[config.mk]
export PLATFORM = sky130hd
export DESIGN_NAME = hex_record_flash_parser_core
export DESIGN_NICKNAME = d
export VERILOG_FILES = /design/src/rtl/hrfp_pkg.sv /design/src/rtl/hrfp_front.sv /design/src/rtl/hrfp_queue.sv /design/src/rtl/hrfp_back.sv /design/src/rtl/hex_record_flash_parser_core.sv
export SDC_FILE = /design/constraint.sdc
export NUM_CORES = 1
export LEC_CHECK = 0
export BUFFER_PORTS_ARGS = -buffer_cell sky130_fd_sc_hd__buf_2
export CAP_MARGIN = 20
export CORE_ASPECT_RATIO = 0.5
export CORE_MARGIN = 3
export CORE_UTILIZATION = 30
export DETAILED_ROUTE_END_ITERATION = 8
export PLACE_DENSITY = 0.51
export SETUP_SLACK_MARGIN = 0.5
export SLEW_MARGIN = 10
export SYNTH_ARGS = -nofsm -noshare
export SYNTH_HDL_FRONTEND = slang
export SYNTH_SLANG_ARGS = --single-unit
[constraint.sdc]
create_clock -name i_clk -period 2.7 [get_ports i_clk]
set_input_delay 0.27 -clock i_clk [delete_from_list [all_inputs] [get_ports i_clk]]
set_output_delay 0.27 -clock i_clk [all_outputs]
set_load 0.05 [all_outputs]
[src/rtl/hrfp_pkg.sv]
// shared types, constants and the digit decode for the hex record parser
package hrfp_pkg;

    localparam logic [7:0]  CHAR_COLON  = 8'd58;
    localparam logic [7:0]  CHAR_ZERO   = 8'd48;
    localparam logic [7:0]  CHAR_FOUR   = 8'd52;
    localparam logic [7:0]  CHAR_NINE   = 8'd57;
    localparam logic [7:0]  DIGIT_BASE  = 8'd48;
    localparam logic [7:0]  LETTER_BASE = 8'd55;

    localparam int unsigned POS_W       = 11;
    localparam logic [POS_W-1:0] POS_MAX   = 11'd2047;
    localparam logic [POS_W-1:0] POS_COUNT = 11'd2;
    localparam logic [POS_W-1:0] POS_LOW   = 11'd6;
    localparam logic [POS_W-1:0] POS_TYPE  = 11'd8;
    localparam logic [POS_W-1:0] POS_DATA  = 11'd12;

    localparam logic [3:0]  TYPE_DATA   = 4'd0;
    localparam logic [3:0]  TYPE_UPPER  = 4'd4;
    localparam logic [3:0]  TYPE_OTHER  = 4'd15;

    localparam logic [15:0] UPPER_RESET = 16'h0800;
    localparam logic [7:0]  COUNT_MIN_UPPER = 8'd2;

    localparam int unsigned QUEUE_AW    = 2;
    localparam int unsigned QUEUE_DEPTH = 1 << QUEUE_AW;

    typedef enum logic [2:0] {
        OP_COLON,
        OP_COUNT,
        OP_LOW,
        OP_TYPE,
        OP_GRP_FIRST,
        OP_GRP,
        OP_ACC
    } t_op;

    typedef struct packed {
        t_op        op;
        logic [3:0] nib;
    } t_item;

    function automatic logic [3:0] nibble_of(input logic [7:0] c);
        logic [7:0] d;
        begin
            if (c >= CHAR_ZERO && c <= CHAR_NINE) begin
                d = c - DIGIT_BASE;
            end else begin
                d = c - LETTER_BASE;
            end
            return d[3:0];
        end
    endfunction

endpackage

[src/rtl/hrfp_front.sv]
// front part: tracks record framing and character position, classifies each character
module hrfp_front (
    input  logic                 i_clk,
    input  logic                 i_rst_n,
    input  logic                 i_accept,
    input  logic [7:0]           i_char_code,
    output logic                 o_push,
    output hrfp_pkg::t_item      o_item
);
    import hrfp_pkg::*;

    logic             r_in_record, n_in_record;
    logic [POS_W-1:0] r_pos, n_pos;
    logic             is_colon;

    assign is_colon = (i_char_code == CHAR_COLON);

    always_comb begin
        n_in_record = r_in_record;
        n_pos       = r_pos;
        o_push      = 1'b0;
        o_item.op   = OP_ACC;
        o_item.nib  = nibble_of(i_char_code);
        if (i_accept) begin
            if (is_colon) begin
                n_in_record = 1'b1;
                n_pos       = '0;
                o_push      = 1'b1;
                o_item.op   = OP_COLON;
            end else if (r_in_record) begin
                if (r_pos < POS_MAX) begin
                    n_pos = r_pos + 1'b1;
                end
                o_push = 1'b1;
                if (n_pos == POS_COUNT) begin
                    o_item.op = OP_COUNT;
                end else if (n_pos == POS_LOW) begin
                    o_item.op = OP_LOW;
                end else if (n_pos == POS_TYPE) begin
                    o_item.op = OP_TYPE;
                    // type character reduced to its class
                    if (i_char_code == CHAR_ZERO) begin
                        o_item.nib = TYPE_DATA;
                    end else if (i_char_code == CHAR_FOUR) begin
                        o_item.nib = TYPE_UPPER;
                    end else begin
                        o_item.nib = TYPE_OTHER;
                    end
                end else if (n_pos == POS_DATA) begin
                    o_item.op = OP_GRP_FIRST;
                end else if (n_pos > POS_DATA && n_pos[1:0] == 2'b00) begin
                    o_item.op = OP_GRP;
                end
            end
        end
    end

    always_ff @(posedge i_clk) begin
        if (!i_rst_n) begin
            r_in_record <= 1'b0;
            r_pos       <= '0;
        end else begin
            r_in_record <= n_in_record;
            r_pos       <= n_pos;
        end
    end

endmodule

[src/rtl/hrfp_queue.sv]
// short queue of classified characters between front and back
module hrfp_queue (
    input  logic                 i_clk,
    input  logic                 i_rst_n,
    input  logic                 i_push,
    input  hrfp_pkg::t_item      i_item,
    output logic                 o_full,
    input  logic                 i_pop,
    output hrfp_pkg::t_item      o_head,
    output logic                 o_nempty
);
    import hrfp_pkg::*;

    t_item               r_mem [QUEUE_DEPTH];
    logic [QUEUE_AW-1:0] r_wr_ptr, r_rd_ptr;
    logic [QUEUE_AW:0]   r_count;
    logic                do_pop;

    assign o_full   = (r_count == (QUEUE_AW+1)'(QUEUE_DEPTH));
    assign o_nempty = (r_count != '0);
    assign o_head   = r_mem[r_rd_ptr];
    assign do_pop   = i_pop && o_nempty;

    always_ff @(posedge i_clk) begin
        if (i_push) begin
            r_mem[r_wr_ptr] <= i_item;
        end
    end

    always_ff @(posedge i_clk) begin
        if (!i_rst_n) begin
            r_wr_ptr <= '0;
            r_rd_ptr <= '0;
            r_count  <= '0;
        end else begin
            if (i_push) begin
                r_wr_ptr <= r_wr_ptr + 1'b1;
            end
            if (do_pop) begin
                r_rd_ptr <= r_rd_ptr + 1'b1;
            end
            if (i_push && !do_pop) begin
                r_count <= r_count + 1'b1;
            end else if (!i_push && do_pop) begin
                r_count <= r_count - 1'b1;
            end
        end
    end

endmodule

[src/rtl/hrfp_back.sv]
// back part: record fields, digit accumulator and the flash write output register
module hrfp_back (
    input  logic                 i_clk,
    input  logic                 i_rst_n,
    input  logic                 i_nempty,
    input  hrfp_pkg::t_item      i_head,
    output logic                 o_pop,
    output logic                 o_out_valid,
    input  logic                 i_out_stall,
    output logic [31:0]          o_write_address,
    output logic [15:0]          o_write_halfword
);
    import hrfp_pkg::*;

    logic [7:0]  r_count, n_count;
    logic [3:0]  r_type, n_type;
    logic [15:0] r_low, n_low;
    logic [15:0] r_upper, n_upper;
    logic [11:0] r_acc, n_acc;
    logic [6:0]  r_hw, n_hw;
    logic        r_out_valid;
    logic [31:0] r_addr;
    logic [15:0] r_half;
    logic [15:0] word;
    logic        emit;

    assign o_pop = i_nempty && (!r_out_valid || !i_out_stall);
    assign word  = {r_acc, i_head.nib};

    always_comb begin
        n_count = r_count;
        n_type  = r_type;
        n_low   = r_low;
        n_upper = r_upper;
        n_acc   = r_acc;
        n_hw    = r_hw;
        emit    = 1'b0;
        if (o_pop) begin
            unique case (i_head.op)
                OP_COLON: begin
                    n_acc = '0;
                    n_hw  = '0;
                end
                OP_COUNT: begin
                    n_count = word[7:0];
                    n_acc   = '0;
                end
                OP_LOW: begin
                    n_low = word;
                    n_acc = '0;
                end
                OP_TYPE: begin
                    n_type = i_head.nib;
                    n_acc  = '0;
                end
                OP_GRP_FIRST, OP_GRP: begin
                    n_acc = '0;
                    if (r_type == TYPE_UPPER) begin
                        if (i_head.op == OP_GRP_FIRST && r_count >= COUNT_MIN_UPPER) begin
                            n_upper = word;
                        end
                    end else if (r_type == TYPE_DATA && r_hw < r_count[7:1]) begin
                        emit = 1'b1;
                        n_hw = r_hw + 1'b1;
                    end
                end
                OP_ACC: begin
                    n_acc = word[11:0];
                end
                default: begin
                    n_acc = r_acc;
                end
            endcase
        end
    end

    always_ff @(posedge i_clk) begin
        if (!i_rst_n) begin
            r_count     <= '0;
            r_type      <= TYPE_DATA;
            r_low       <= '0;
            r_upper     <= UPPER_RESET;
            r_acc       <= '0;
            r_hw        <= '0;
            r_out_valid <= 1'b0;
        end else begin
            r_count <= n_count;
            r_type  <= n_type;
            r_low   <= n_low;
            r_upper <= n_upper;
            r_acc   <= n_acc;
            r_hw    <= n_hw;
            if (emit) begin
                r_out_valid <= 1'b1;
            end else if (!i_out_stall) begin
                r_out_valid <= 1'b0;
            end
        end
    end

    always_ff @(posedge i_clk) begin
        if (emit) begin
            r_addr <= {r_upper, r_low} + {24'd0, r_hw, 1'b0};
            r_half <= {word[7:0], word[15:8]};
        end
    end

    assign o_out_valid      = r_out_valid;
    assign o_write_address  = r_addr;
    assign o_write_halfword = r_half;

endmodule

[src/rtl/hex_record_flash_parser_core.sv]
// top level of the hex record parser: front, queue and back
//
//  channel | direction | handshake                 | payload
//  --------+-----------+---------------------------+---------------------------------
//  in      | input     | i_in_valid / o_in_stall   | i_char_code
//  out     | output    | o_out_valid / i_out_stall | o_write_address, o_write_halfword
//
//  one character is taken per cycle while o_in_stall is low; after its last data
//  digit is taken, a flash write passes the queue entry, then the output register
//  the four-entry queue between front and back sets how far input runs ahead
//  o_in_stall rises only while that queue is full
//  a stalled output holds its write; the back keeps draining the queue only
//  while the output register is free or being taken
//  synchronous active-low reset, upper address returns to 0x0800
module hex_record_flash_parser_core (
    input  logic        i_clk,
    input  logic        i_rst_n,
    input  logic        i_in_valid,
    output logic        o_in_stall,
    input  logic [7:0]  i_char_code,
    output logic        o_out_valid,
    input  logic        i_out_stall,
    output logic [31:0] o_write_address,
    output logic [15:0] o_write_halfword
);
    import hrfp_pkg::*;

    logic  accept;
    logic  push;
    t_item push_item;
    logic  full;
    logic  pop;
    t_item head;
    logic  nempty;

    assign o_in_stall = full;
    assign accept     = i_in_valid && !full;

    hrfp_front u_front (
        .i_clk       (i_clk),
        .i_rst_n     (i_rst_n),
        .i_accept    (accept),
        .i_char_code (i_char_code),
        .o_push      (push),
        .o_item      (push_item)
    );

    hrfp_queue u_queue (
        .i_clk    (i_clk),
        .i_rst_n  (i_rst_n),
        .i_push   (push),
        .i_item   (push_item),
        .o_full   (full),
        .i_pop    (pop),
        .o_head   (head),
        .o_nempty (nempty)
    );

    hrfp_back u_back (
        .i_clk            (i_clk),
        .i_rst_n          (i_rst_n),
        .i_nempty         (nempty),
        .i_head           (head),
        .o_pop            (pop),
        .o_out_valid      (o_out_valid),
        .i_out_stall      (i_out_stall),
        .o_write_address  (o_write_address),
        .o_write_halfword (o_write_halfword)
    );

endmodule

# --- Word-level counts from Yosys, hierarchy flattened ---
# Memories as Yosys holds them, arrays and structs flattened. A register that Yosys moved wholly into a read port is not among the register bits.
# Cells that the tools add are included.
classes:
  add_sub_neg: 9
  magnitude_cmp: 6
  eq_ne: 18
  mux: 40
  n_reduce_logical: 33
op_table:
  columns: ["op", "n"]
  rows:
  - ["2-to-1 mux 11 bit", 6]
  - ["adder 32 x 8 -> 32 bit", 1]
  - ["2-to-1 mux 4 bit", 7]
  - ["2-to-1 mux 7 bit", 4]
  - ["== test 8 x 6 -> 1 bit (second input constant)", 3]
  - ["one-hot mux 12 bit (2 select lines)", 1]
  - ["== test 11 x 4 -> 1 bit (second input constant)", 2]
  - ["2-to-1 mux 3 bit", 6]
  - ["one-hot mux 7 bit (2 select lines)", 1]
  - ["== test 3 bit (second input constant)", 4]
  - ["AND reduction 2 bit", 6]
  - ["adder 11 x 1 -> 11 bit (second input constant)", 1]
  - ["== test 11 x 2 -> 1 bit (second input constant)", 1]
  - ["== test 11 x 3 -> 1 bit (second input constant)", 1]
  - ["> comparator 11 x 4 -> 1 bit (second input constant)", 1]
  - ["< comparator 11 bit (second input constant)", 1]
  - ["2-to-1 mux 1 bit", 11]
  - ["logical AND 1 bit", 9]
  - ["greater-or-equal comparator 8 x 2 -> 1 bit (second input constant)", 1]
  - ["greater-or-equal comparator 8 x 6 -> 1 bit (second input constant)", 1]
  - ["less-or-equal comparator 8 x 6 -> 1 bit (second input constant)", 1]
  - ["2-to-1 mux 2 bit", 4]
  - ["AND reduction 4 bit", 2]
  - ["nonzero test 2 bit", 4]
  - ["other kinds (20)", 27]
word_totals:
  regBits: 131
  ram_bits: 28
  in_bits: 12
  output_inout_bits: 50
  word_cells: 121
  n_memories: 1
mem_list:
  columns: ["name", "words", "width", "read_ports", "rd_clocked_by_memory_dff", "wr", "line_no", "source"]
  rows:
  - ["u_queue.r_mem", 4, 7, 1, 1, 1, "hrfp_queue.sv:14", "t_item r_mem [QUEUE_DEPTH];"]

# --- Longest topological paths before layout ---
depth:
  depth_word: 15
  depth_mapped: 13
  ltp_nobuf: 13

# --- Modules after synthesis ---
# From an unflattened synthesis, not the netlist that was laid out.
unflattened:
  cells_unflattened: 689
  hier_area_um2: 7845.0
by_module_without_submodules:
  columns: ["module", "instances", "cells_per_inst", "area_each_um2", "seq_area_each_um2"]
  rows:
  - ["hrfp_back", 1, 451, 5062.4, 2702.6]
  - ["hrfp_queue", 1, 80, 1485.2, 1021.0]
  - ["hrfp_front", 1, 157, 1283.7, 240.2]
  - ["hex_record_flash_parser_core", 1, 1, 13.8, 0.0]

# --- Worst setup path after synthesis ---
# OpenSTA, ideal clock, no wires.
synth_path:
  kind: "register -> register"
  start: "reg u_back.r_out_valid (netlist: u_back.o_out_valid)"
  end: "reg u_back.r_addr[0] (netlist: u_back.o_write_address[0]) (enable)"
  setup_time_ps: 404
  t_arrival_ps: 2433
  required_time_ps: 2296
  slack_ps: -136
  path_stages_with_launch: 8
  path_buffers: 0
  period_less_slack_ps: 2836
  path_cell_list: "dfxtp_1 > nand2_1 > o31a_1 > inv_1 > nor4_1 > o311a_1 > nand2_1 > inv_1"
synth_via:
  elab_chain_len: 4
synth_lines:
  columns: ["item", "line_no", "source"]
  rows:
  - ["start: declaration", "hrfp_back.sv:21", "logic r_out_valid;"]
  - ["start signal: assignment", "hrfp_back.sv:85", "r_out_valid <= 1'b0;"]
  - ["start signal: assignment", "hrfp_back.sv:94", "r_out_valid <= 1'b1;"]
  - ["start signal: assignment", "hrfp_back.sv:96", "r_out_valid <= 1'b0;"]
  - ["zero test 1 bit", "hrfp_back.sv:27", "assign o_pop = i_nempty && (!r_out_valid || !i_out_stall);"]
  - ["logical OR 1 bit", "hrfp_back.sv:27", null]
  - ["logical AND 1 bit", "hrfp_back.sv:27", null]
  - ["2-to-1 mux 1 bit", "hrfp_back.sv:38", "if (o_pop) begin"]
  - ["named net u_back.emit", "hrfp_back.sv:25", "logic emit;"]
  - ["end signal: assignment", "hrfp_back.sv:103", "r_addr <= {r_upper, r_low} + {24'd0, r_hw, 1'b0};"]
  - ["end: declaration", "hrfp_back.sv:22", "logic [31:0] r_addr;"]
# The timed path passes the listed nets, and every way through them passes these cells.
# A chain may end at the register's enable or synchronous reset.

==> run_results.csv <==
group,metric,value,unit
logic_synthesis,synthFlopType,"dfxtp_1",
logic_synthesis,yosys.area.top_type,"edfxtp_1",
clocking,path_clk_slew,70,ps
die,start_util,0.3138,
die,die_area,26580,um^2
flow_run,cap_violations,0,
pwr,total_leakage_power,3.619,nW
clocking,cts_buffers,17,
pwr,total_power,6.305,mW
die,core_area,23470,um^2
sta,hold_viol,0,
sta,rsz0062_at_grt,"yes",
critical_path,crit_fanout,4,
run_status,outcome,"finished clean",
drt,vias_per_cell,4.616,
drt,ant_nets,0,
logic_synthesis,async_reset_ff_frac,0,
finish,drive_above_1_share,0.3228,
sta,slew_headroom,0.5820,
clocking,cts-root-buf,"clkbuf_16",
logic_synthesis,synth_nets,686,
die,num_rows,39,
drt,drt_iter0_markers,245,
clocking,postCtsHoldBufs,0,
die,die_h,116.8,um
worst_hold_path,hold_path.class,"input port to flip-flop",
logic_synthesis,synth.top_cell.area_share,0.3098,
drt,num_vias,5018,
drt,wirelength,16850,um
clocking,cts_tree,"yes",
critical_path,crit_type,"flip-flop to flip-flop",
logic_synthesis,synth_area_leaders,"edfxtp_1, dfxtp_1, mux2i_1",
sta,tns,0,ps
sta,finalSetupViolCount,0,
sta,worst-slew-pin-transition,627.0,ps
place,dp_hpwl,11230,um
sta,finalWorstPathRequiredPeriod,2261,ps
critical_path,start_kind,"flip-flop",
global_route,grt_overflow,0,
critical_path,cp.required,2930,ps
logic_synthesis,yosysMostFrequentCell,"dfxtp_1",
pwr,peakVddDrop,0.0003016,V
logic_synthesis,syn_area,7366,um^2
global_route,grt_util_all_layers,0.1267,
drt,wl_per_cell,15.50,um
logic_synthesis,syn_avg_cell_area,11.38,um^2
critical_path,crit_path_end_kind,"flip-flop",
global_route,antenna_found_initial,0,
clocking,clockBufferDepth,2,
finish,nets,785,
drt,drc,0,
finish,syn_to_final_growth,27.76,%
sta,finalCritPeriodShare,0.8373,
die,io_pins,62,
logic_synthesis,netlist_top_cells_count,"dfxtp_1, edfxtp_1, nor2b_1",
drt,drt_pass1_iterations,6,
critical_path,worst_ep_arrival_time,2490,ps
place,gp_congestion,0.7846,
logic_synthesis,ys_warn_count,0,
logic_synthesis,syn_inst,647,
logic_synthesis,yosysUniqueCellTypes,63,
die,die_w,227.6,um
sta,drv_slew,0,
finish,n_fill_cell,2311,
clocking,cts.sinks,160,
logic_synthesis,synth-seq-area-share,0.5381,
clocking,cts_max_level,4,
clocking,clk_latency,430,ps
global_route,grt_pass1_vias,4687,
logic_synthesis,synth_seq_cells,160,
sta,skew,14.89,ps
global_route,grt_pass1_wl,25740,um
sta,fmax,442.4,MHz
place,port_buffers,61,
logic_synthesis,synth_edf_count,76,
global_route,grt_max_degree,51,
pwr,powerDensity,670.0,nW/um^2
finish,antennaDiodeCount,0,
state kept, by name, summed over array words and instances (netlist names), 7 cells and up, named ones only:
name,count
u_back.o_write_address,32
u_back.o_write_halfword,16
u_back.r_hw,7
u_queue.r_mem,28
u_back.r_count,7
u_front.r_pos,11
u_back.r_low,16
u_back.r_acc,12
u_back.r_upper,16
cell type report:
cell class / instances / area (um^2) / share of cell area
Timing Repair Buffer: 103 / 680.7 / 0.07233
Clock inverter: 11 / 103.9 / 0.01104
Tap cell: 328 / 410.4 / 0.04361
Sequential cell: 160 / 4011 / 0.4263
Clock buffer: 21 / 471.7 / 0.05013
Inverter: 31 / 125.1 / 0.01330
Multi-Input combinational cell: 433 / 3607 / 0.3833
metrics by stage:
step / cells / util / area [um^2] / setup slack, ps / hold slack [ps]
2_1_floorplan: 647 / - / 7540 / 404.9 / 407.6
3_3_place_gp: 1028 / 0.3519 / 8259 / 210.0 / 421.6
6_report: 1087 / 0.4009 / 9410 / 439.4 / 189.3
5_1_grt: 1087 / 0.4009 / 9410 / 304.1 / 193.6
3_5_place_dp: 1028 / 0.3519 / 8259 / 166.8 / 418.0
4_1_cts: 1074 / 0.3860 / 9060 / 369.6 / 193.2
worst paths after layout:
kind                                 startpoint                                  end  depth (start not counted)  slack, ps
setup / recovery  u_front.r_pos[0]$_SDFFE_PN0P_        u_queue.r_mem[0][2]$_DFFE_PP_                         10        440
hold / removal                      i_out_stall      u_back.o_out_valid$_SDFFE_PN0P_                          3        190
setup reg to reg  u_front.r_pos[0]$_SDFFE_PN0P_        u_queue.r_mem[0][2]$_DFFE_PP_                         10        440
hold reg to reg    u_back.r_low[0]$_SDFFE_PN0P_  u_back.o_write_address[0]$_DFFE_PP_                          0        440
power breakdown:
| group | internal, mW | leakage (nW) | switching [mW] | total, mW |
|---|---|---|---|---|
| clock network | 1.35 | 0.279 | 0.992 | 2.35 |
| logic | 0.486 | 1.89 | 0.720 | 1.21 |
| registers | 2.65 | 1.45 | 0.101 | 2.75 |
cell families after synthesis:
group / Yosys count / synth area share
compound gates: 95 / 0.08578
xor+xnor: 37 / 0.04400
simple gates: 219 / 0.1673
flops: 160 / 0.5381
mux: 54 / 0.08527
fa+ha+maj: 27 / 0.04790
buf+inv: 55 / 0.03159
repair_timing:
action | in CTS | in global routing
pin swaps | 13 | 19
endpoints found under the setup margin | 55 | 138
gates resized for setup | 34 | 54
cloned | 0 | 3
setup buffers | 14 | 10
routing by layer:
metal | routed length, um | global-route usage | part of all wire
met1 | 8600 | 0.1777 | 0.51
met2 | 7400 | 0.1921 | 0.44
met3 | 690 | 0.03813 | 0.041
met4 | 158 | 0.03255 | 0.0094
met5 | 0 | 0 | 0
worst max-delay path, stage by stage (launching register included):
cell and delay [ps]:
dfxtp_2 340, ha_4 160, and2_4 170, a2111oi_4 370
a31oi_2 90, nor4_4 130, buf_4 170, nand3_4 90
buf_6 150, and3_4 160, a221oi_4 230
placed cells by master, fill, tap and decap left out, drive strengths merged, types with 7 or more instances in the layout:
master	instances
buf	102
dfxtp	84
edfxtp	76
nor2b	51
mux2i	47
nand2	43
nand3	33
inv	32
nor2	29
xnor2	27
ha	25
clkbuf	22
a21oi	20
o21ai	19
a21boi	18
and2	13
and3	12
xor2	10
a31oi	9
mux4	7
Power figures use the tool's default switching activity.
